===== config.mk =====
export PLATFORM = sky130hd
export DESIGN_NAME = sth_queue
export DESIGN_NICKNAME = d
export VERILOG_FILES = /design/src/rtl/sth_pkg.sv /design/src/rtl/sth_queue.sv
export SDC_FILE = /design/constraint.sdc
export NUM_CORES = 1
export LEC_CHECK = 0
export ABC_AREA = 1
export BUFFER_PORTS_ARGS = -buffer_cell sky130_fd_sc_hd__buf_2
export CORE_ASPECT_RATIO = 0.7
export CORE_UTILIZATION = 35
export DETAILED_ROUTE_END_ITERATION = 8
export GPL_TIMING_DRIVEN = 0
export PLACE_DENSITY = 0.54
export SLEW_MARGIN = 10
export SYNTH_ARGS = -nofsm -noshare
export SYNTH_HDL_FRONTEND = slang
export SYNTH_SLANG_ARGS = --single-unit
export TNS_END_PERCENT = 20

===== constraint.sdc =====
create_clock -name clk -period 51 [get_ports clk]
set_input_delay 7.65 -clock clk [delete_from_list [all_inputs] [get_ports clk]]
set_output_delay 7.65 -clock clk [all_outputs]
set_load 0.05 [all_outputs]

===== src/rtl/sth_pkg.sv =====
// Shared types, widths and register codes of the segment/triangle hit unit.
package sth_pkg;

    // Internal coordinate width: holds a signed or zero-extended 32-bit value.
    localparam int CI      = 33;
    localparam int NW      = 18;   // direction and normal components
    localparam int LW      = 31;   // segment length and crossing distance
    localparam int EW      = 35;   // segment end and crossing point
    localparam int DFW     = 36;   // point minus vertex
    localparam int BW      = 34;   // vertex minus vertex
    localparam int MW      = DFW + NW;
    localparam int SW      = 56;   // plane distance sums
    localparam int DW      = 58;   // plane distance magnitudes
    localparam int RW      = 60;   // divider partial remainder
    localparam int DTW     = NW + LW + 1;
    localparam int CRW     = BW + NW + 1;
    localparam int CLO     = 27;   // low slice of the cross product
    localparam int CHI     = CRW - CLO;
    localparam int PRW     = DFW + CRW;
    localparam int TW      = PRW + 2;
    localparam int QDEPTH  = 4;
    localparam int QAW     = 2;
    localparam int QCW     = 3;
    localparam int CFG_IW  = 3;
    localparam int CFG_DW  = 32;

    // Configuration register indexes.
    localparam logic [CFG_IW-1:0] REG_ORIGIN_X   = 3'd0;
    localparam logic [CFG_IW-1:0] REG_ORIGIN_Y   = 3'd1;
    localparam logic [CFG_IW-1:0] REG_ORIGIN_Z   = 3'd2;
    localparam logic [CFG_IW-1:0] REG_DIR_X      = 3'd3;
    localparam logic [CFG_IW-1:0] REG_DIR_Y      = 3'd4;
    localparam logic [CFG_IW-1:0] REG_DIR_Z      = 3'd5;
    localparam logic [CFG_IW-1:0] REG_SEG_LENGTH = 3'd6;

    // Ray segment as configured.
    typedef struct packed {
        logic [2:0][CI-1:0] o;
        logic [2:0][NW-1:0] d;
        logic [LW-1:0]      len;
    } ray_t;

    // One triangle: vertices [vertex][axis] and plane normal.
    typedef struct packed {
        logic [2:0][2:0][CI-1:0] v;
        logic [2:0][NW-1:0]      n;
    } geom_t;

    // Classified triangle handed from the front to the back.
    typedef struct packed {
        logic          rej;
        logic [DW-1:0] d0;
        logic [DW-1:0] den;
        geom_t         geo;
    } qitem_t;

endpackage


===== src/rtl/sth_queue.sv =====
// Short queue of classified triangles between the front and the back.
module sth_queue
(
    input  logic               clk,
    input  logic               rst_n,
    input  logic               in_valid,
    output logic               in_ready,
    input  sth_pkg::qitem_t    in_item,
    output logic               out_valid,
    input  logic               out_ready,
    output sth_pkg::qitem_t    out_item
);

    sth_pkg::qitem_t             mem [sth_pkg::QDEPTH];
    logic [sth_pkg::QAW-1:0]     wr_reg, rd_reg;
    logic [sth_pkg::QCW-1:0]     cnt_reg;
    logic                        push, pop;

    assign in_ready  = cnt_reg < sth_pkg::QCW'(sth_pkg::QDEPTH);
    assign out_valid = cnt_reg != '0;
    assign out_item  = mem[rd_reg];
    assign push      = in_valid && in_ready;
    assign pop       = out_valid && out_ready;

    // Pointers and fill count.
    always_ff @(posedge clk or negedge rst_n)
    begin
        if (!rst_n)
        begin
            wr_reg  <= '0;
            rd_reg  <= '0;
            cnt_reg <= '0;
        end
        else
        begin
            if (push)
            begin
                wr_reg <= wr_reg + 1'b1;
            end
            if (pop)
            begin
                rd_reg <= rd_reg + 1'b1;
            end
            if (push && !pop)
            begin
                cnt_reg <= cnt_reg + 1'b1;
            end
            else if (pop && !push)
            begin
                cnt_reg <= cnt_reg - 1'b1;
            end
        end
    end

    // Storage.
    always_ff @(posedge clk)
    begin
        if (push)
        begin
            mem[wr_reg] <= in_item;
        end
    end

endmodule


Yosys cells after proc, flatten, opt, wreduce, memory -nomap -nowiden
Memories as Yosys holds them, arrays and structs flattened.
Cells that the tools add are included.
Word-level totals
  output and inout port bits: 470
  word-level logic and storage cells: 21
  bits in writable memories: 1872
  bits in registers: 7
  memories kept: 1
Operators by class
  magnitude comparators: 1
  add/sub/neg operators: 4
  reduce and logical (&&, ||, !) cells: 8
  mux-type cells: 4
Memory list
  mem: words 4, width 468, read ports 1, clocked after memory_dff 0, write ports 1, line sth_queue.sv:14  | sth_pkg::qitem_t mem [sth_pkg::QDEPTH];
Operator list (count)
  3-bit 2-to-1 mux: 2
  2-bit by 1-bit adder with 2-bit output (second input constant): 2
  1-bit logical AND: 4
  3-bit by 1-bit adder with 3-bit output (second input constant): 1
  3-bit less-than comparator (second input constant): 1
  3-bit nonzero test: 1
  3-bit by 1-bit subtractor with 3-bit output (second input constant): 1
  1-bit zero test: 2
  1-bit 2-to-1 mux: 2
  2-bit nonzero test: 1

Longest topological paths before layout
Gate-level depths: netlist (run 1).
  word-level depth: 6
  depth in mapped cells: 11
  gate-level depth less buffers: 11

Worst setup path after synthesis (run 1)
OpenSTA, ideal clock, no wires.
  path kind: input port to flip-flop
  start point: input in_valid
  end point: memory mem[0][0] in the netlist's numbering, enable pin
  setup slack: 22487 ps
  arrival: 27201 ps
  cell stages on the path: 2
  path buffers: 0
  path through: nand2_1 nor2_1
On the way
  cells in the longest elaborated chain, start to end: 3
RTL lines
  start, declared: line sth_queue.sv:6  | input logic in_valid,
  1-bit logical AND: line sth_queue.sv:22  | assign push = in_valid && in_ready;
  1-bit 2-to-1 mux: line sth_queue.sv:58  | if (push)
  1-bit 2-to-1 mux (implied by the code): line sth_queue.sv:60  | mem[wr_reg] <= in_item;
  end, declared: line sth_queue.sv:14
No other way between the ends.

==> metrics.txt, run 1 <==
unrepaired setup endpoints after global routing no; Largest register FFs 1,872; sequential share of power 0.325; Yosys cell types 18; status completed; Ys Warns 0; Setup crit end kind output port; WP buf/inv 4; Die Wd 551 µm; worst hold path endpoint cnt_reg[2]; GRT Total Usage 0.199; Sink Count 1,879; routed len/inst 22.3 µm; Yosys top cell area share 0.761; clock-pin slew on the worst setup and hold paths 0.06 ns; R2R Setup Slk 47.80 ns; synthesis-to-layout area growth 22.1%; critical path type reg -> out; syn nets 5,992; CTS resizes 0; GR Util met1 0.261; gpl congestion 0.786; TritonRoute pass-1 iters 5; clock share of power 0.216; CP Max Fanout 10; setup TNS 0 ns; fin crit share 0.222; asr flop ratio synth 0.00373; Post-Syn Instances 5,514; Hold/Removal Path Class reg -> reg; largest net degree at the start of global routing 26; Iteration-0 DRC Markers 3,347; reg-to-reg endpoint mem[2][111]; DRC viols 0; Crit path required time 43.35 ns; Final Skew 0.0565 ns; VDD IR-drop max 0.0456 mV; # rows 140; most frequent cells after synthesis edfxtp_1, nand2_1, inv_1; final wirelength 217 mm; cell with the most instances after synthesis edfxtp_1; root buf cell clkbuf_16; CTS tree done; Combinational Power Share 0.459; max_cap viols 0; Avg Cell Area, Syn 13.4 µm²; Final Core Density 0.432; sequential share of the synthesized area 0.763; Slew @ Worst Pin 1.20 ns; Vias/cell 4.77; multi-input logic area 0.0125 mm²; DRT antenna net count 0; relative slew slack 0.199; Max Clock Freq 0.0882 GHz; Clock Path Buffers 4; CP max stage cell clkbuf_1; hold path depth 2; met3 Use GR 0.0550; leakage 35.7 nW; number of global-route vias before repair 44,813; top_reg_cell synth edfxtp_1; synthesized flop and latch total 1,879; grt met2 use 0.326; startpoint types flop; reg2reg path depth 10; number of buffers created by CTS 192; post-synthesis cell area 0.0739 mm²; Via Count 46,300; NumNets Final 7,224; initial antenna violation count 129; Post-synth EDFFs 1,872; P_int 0.00330 W; cts hold-fix bufs 0; Setup-failing EPs final 0; Core ar. 0.209 mm²; layout cell share with drive strength beyond 1 0.215; GRT busiest layer met2; global route overflow 0; fillers 19,120; min-delay src cnt_reg[2]; Reg area 0.0564 mm²; post-CTS setup buffer count 0; endpoints failing hold 0; IO Pins 942; Crit path max-delay family buffers and inverters; worst path cell trace inv_2 -> buf_2 -> clkbuf_1 -> nand2_1 -> o211ai_1 -> nand2_1 -> buf_2; Arr. time, crit path 3.69 ns; switching share of total power 0.464; Starting Density 0.354; Power per Cell Area 68.3 mW/mm²; Die Span Y 386 µm; synth top area cells edfxtp_1, o211ai_1, nand2_1; Yosys top cell by area edfxtp_1; Tmin final 11.34 ns; PortBufs 941; first-pass GRT wire length 310 mm; slowest stage delay, CP 0.89 ns; H-tree levels 4; die area 0.213 mm²; FF-to-FF Start cnt_reg[2]; DP HPWL 152 mm; worst skew pair latency 0.80 ns; Slew Limit Fails 0; net load switching power 0.00286 W
cells in the final DEF, fill, tap and decap left out, types with 21 or more instances in the layout:
cell / n
edfxtp_1: 1872
nand2_1: 1421
buf_2: 1128
inv_1: 948
o211ai_1: 936
clkbuf_16: 194
clkbuf_1: 142
buf_12: 63
clkinv_1: 50
diode_2: 36
buf_16: 34
clkinv_2: 30
buf_1: 21
worst max path at each step:
| stage | startpoint | endpoint | slack [ns] | cells past startpoint |
|---|---|---|---|---|
| floorplan | in_valid | mem[0][0] | 22.49 | 2 |
| global placement | in_valid | mem[0][195] | 4.32 | 3 |
| detailed placement | rd_reg[0] | out_item[151] | 40.26 | 7 |
| CTS | rd_reg[0] | out_item[151] | 39.35 | 7 |
| global route | rd_reg[0] | out_item[370] | 39.37 | 7 |
| finish | rd_reg[0] | out_item[370] | 39.66 | 7 |
routing by layer:
layer	wire, µm	up-vias
met1	91300	22505
met4	5150	100
met2	103000	1358
met5	643	-
li1	-	21907
met3	16800	430
tightest hold or removal path, delay by kind of cell, from the launching register on:
family	cells	cell delay, ns
flip-flops	1	0.35
AND/OR/NAND/NOR	2	0.11
layout make-up:
| class | count | area share |
|---|---|---|
| Clock inverter | 103 | 0.00822 |
| Tap cell | 2769 | 0.0384 |
| Clock buffer | 239 | 0.0562 |
| Sequential cell | 1879 | 0.625 |
| Antenna cell | 36 | 0.000999 |
| Multi-Input combinational cell | 2375 | 0.139 |
| Timing Repair Buffer | 1038 | 0.0766 |
| Inverter | 950 | 0.0396 |
| Buffer | 310 | 0.0155 |
power groups by stage:
stage                     Clock [W]  Sequential [W]  Combinational (W)
after CTS                   0.00136         0.00200            0.00287
final                       0.00133         0.00200            0.00283
after floorplan                   0         0.00224            0.00185
after detailed placement          0         0.00203            0.00286
after global routing        0.00142         0.00202            0.00300
after global placement            0         0.00243            0.00276
stage by stage:
stage               power (W)  hold slack [ns]  cells  setup slack, ns  cell area [µm²]
floorplan             0.00409            0.442   5514            22.49            73900
global placement      0.00520            0.464   9224             4.32            82000
detailed placement    0.00490            0.473   9321            40.26            84300
CTS                   0.00623            0.488   9663            39.35            90100
global route          0.00644            0.507   9679            39.37            90100
finish                0.00616            0.485   9699            39.66            90200
logic make-up after synthesis:
group | Yosys count | share of synthesized area
flip-flops | 1879 | 0.763
AND/OR/NAND/NOR | 1430 | 0.0728
buffers and inverters | 1260 | 0.0673
AO/OA/AOI/OAI | 937 | 0.0952
adder cells (fa/ha/maj) | 6 | 0.00112
XOR/XNOR | 2 | 0.000237
Power figures use the tool's default switching activity.
==> run 2: changes to the inputs <==
ABC_AREA = 0   (was 1)
PLACE_DENSITY = 0.56   (was 0.54)
clock period = 10.4 ns   (was 51 ns; I/O delays follow)
==> run 2 against run 1 <==
Effect of this change:
- worst hold slack improved by 0.047 ns
- via count fell by 33%
- sequential share of layout area rose by 5.8 points
- global-route usage fell by 3.5 points
- clock power rose to 4.7 times the previous value
- register-to-register slack got worse by 41 ns
- power rose to 4.3 times the previous value
- area after synthesis fell by 8.1%
- final cell count fell by 34%
- utilization fell by 0.13 points
- non-clock buffer count fell by 260
- setup slack got worse by 34 ns
- critical endpoint is now out_item[310]
- largest cell class unchanged
==> metrics.txt, run 2 <==
status completed; most frequent cells in the layout edfxtp_1, buf_2, mux4_2, clkbuf_16, clkbuf_1; PortBufs 941; Iteration-0 DRC Markers 2,177; routed wl met2 81.0 mm; CP max stage cell clkbuf_1; clock-pin slew on the worst setup and hold paths 0.06 ns; VDD IR-drop max 0.213 mV; number of global-route vias before repair 31,972; Reg area 0.0564 mm²; P_int 0.0159 W; Placed Area 0.0769 mm²; asr flop ratio synth 0.00373; Arr. time, crit path 3.16 ns; slowest stage delay, CP 0.67 ns; IO Pins 942; top_reg_cell synth edfxtp_1; Sink Count 1,879; clock share of power 0.238; Combinational Power Share 0.396; switching share of total power 0.394; Via Count 30,914; Power per Cell Area 318 mW/mm²; leakage 27.5 nW; Largest register FFs 1,872; worst skew pair latency 0.80 ns; Power Total 0.0263 W; sequential share of power 0.366; GRT Total Usage 0.164; largest net degree at the start of global routing 52; multi-input logic area 0.0108 mm²; relative slew slack 0.386; Yosys top cell area share 0.828; gpl congestion 0.734; final wirelength 163 mm; cell area after layout 0.0825 mm²; cts hold-fix bufs 0; Clock Path Buffers 4; TritonRoute pass-1 iters 5; Die Wd 528 µm; CP Max Fanout 10; Setup-failing EPs final 0; net load switching power 0.0103 W; Tmin final 4.72 ns; Post-synth EDFFs 1,872; Crit path required time 8.84 ns; max_cap viols 0; Yosys top cell by area edfxtp_1; Max Clock Freq 0.212 GHz; DRC viols 0; synthesis-to-layout area growth 21.6%; layout cell share with drive strength beyond 1 0.468; unrepaired setup endpoints after global routing no; fillers 16,456; global route overflow 0; CTS tree done; Hold/Removal Path Class reg -> reg; root buf cell clkbuf_16; fin crit share 0.454; routed wl met3 12.0 mm; synth top area cells edfxtp_1, mux4_2, buf_6; syn nets 2,958; critical path type reg -> out; Setup crit end kind output port; Top Metal Used met5; NumNets Final 4,128; dpl cells 6,047; routed len/inst 25.6 µm; Slew Limit Fails 0; die area 0.196 mm²; Die Span Y 370 µm; worst path cell trace buf_4 -> buf_4 -> clkbuf_1 -> mux4_2 -> buf_2; Final Skew 0.0315 ns; Ys Warns 0; Starting Density 0.354; initial antenna violation count 73; Avg Cell Area, Syn 27.4 µm²; synthesized flop and latch total 1,879; first-pass GRT wire length 232 mm; Core ar. 0.192 mm²; endpoints failing hold 0; met1 WL 65.8 mm; post-CTS setup buffer count 0; most frequent cells after synthesis edfxtp_1, mux4_2, buf_2; Vias/cell 4.85; number of buffers created by CTS 185; CTS resizes 0; setup TNS 0 ns; sequential share of the synthesized area 0.831; post-synthesis cell area 0.0679 mm²; DP HPWL 111 mm; Most common cell on crit path buf_4; final std cells w/o fill 6,378; most common cell after layout, fill and taps aside edfxtp_1; H-tree levels 4; Slew @ Worst Pin 0.921 ns; DRT antenna net count 0; Post-Syn Instances 2,480; cell with the most instances after synthesis edfxtp_1; # rows 134; startpoint types flop; Yosys cell types 20
[run 2: cell families after synthesis]
family | count (synthesis) | share of synthesized area
xor+xnor | 6 | 0.000774
buf+inv | 109 | 0.0108
compound gates | 1 | 0.0000737
mux | 469 | 0.155
flops | 1879 | 0.831
fa+ha+maj | 6 | 0.00122
simple gates | 10 | 0.000793
[run 2: routing by layer]
metal | vias up | global-route usage
li1 | 13224 | -
met1 | 16403 | 0.209
met2 | 908 | 0.271
met3 | 313 | 0.0518
met4 | 66 | 0.0437
met5 | - | 0
[run 2: stage by stage]
| stage | hold slack [ns] | worst slack [ns] | utilization |
|---|---|---|---|
| global route | 0.540 | 5.39 | 0.430 |
| global placement | 0.532 | -12.55 | 0.396 |
| finish | 0.532 | 5.68 | 0.430 |
| CTS | 0.524 | 5.38 | 0.430 |
| floorplan | 0.498 | -3.00 | - |
| detailed placement | 0.530 | 5.89 | 0.402 |
[run 2: worst paths after layout]
check / slack [ns] / endpoint / depth (start not counted) / startpoint
min: 0.53 / cnt_reg[0] / 1 / cnt_reg[0]
min reg2reg: 0.53 / cnt_reg[0] / 1 / cnt_reg[0]
max reg2reg: 7.25 / mem[3][174] / 7 / cnt_reg[2]
max: 5.68 / out_item[310] / 5 / rd_reg[1]
min in group asynchronous: 0.61 / rd_reg[0] / 1 / rst_n
max in group asynchronous: 9.64 / wr_reg[0] / 1 / rst_n
[run 2: cell type report]
type	count	area share
clock inverters	80	0.00760
repair buffers	983	0.0707
plain buffers	105	0.00872
multi-input cells	492	0.130
well taps	2584	0.0392
flip-flops and latches	1879	0.684
inverters	4	0.000182
clock buffers	236	0.0592
diodes	15	0.000455
[run 2: worst max-delay path: cells and delay by family (launching register included)]
| kind | cells | cell delay, ns |
|---|---|---|
| buffers and inverters | 4 | 1.63 |
| muxes | 1 | 0.40 |
| DFF | 1 | 0.33 |
[run 2: power by group through the flow]
| stage | clock network (W) | logic (W) | registers (W) |
|---|---|---|---|
| after floorplan | 0 | 0.00756 | 0.0102 |
| after detailed placement | 0 | 0.0106 | 0.00978 |
| after CTS | 0.00642 | 0.0106 | 0.00962 |
| final | 0.00624 | 0.0104 | 0.00961 |
| after global routing | 0.00668 | 0.0108 | 0.00969 |
| after global placement | 0 | 0.0104 | 0.0107 |
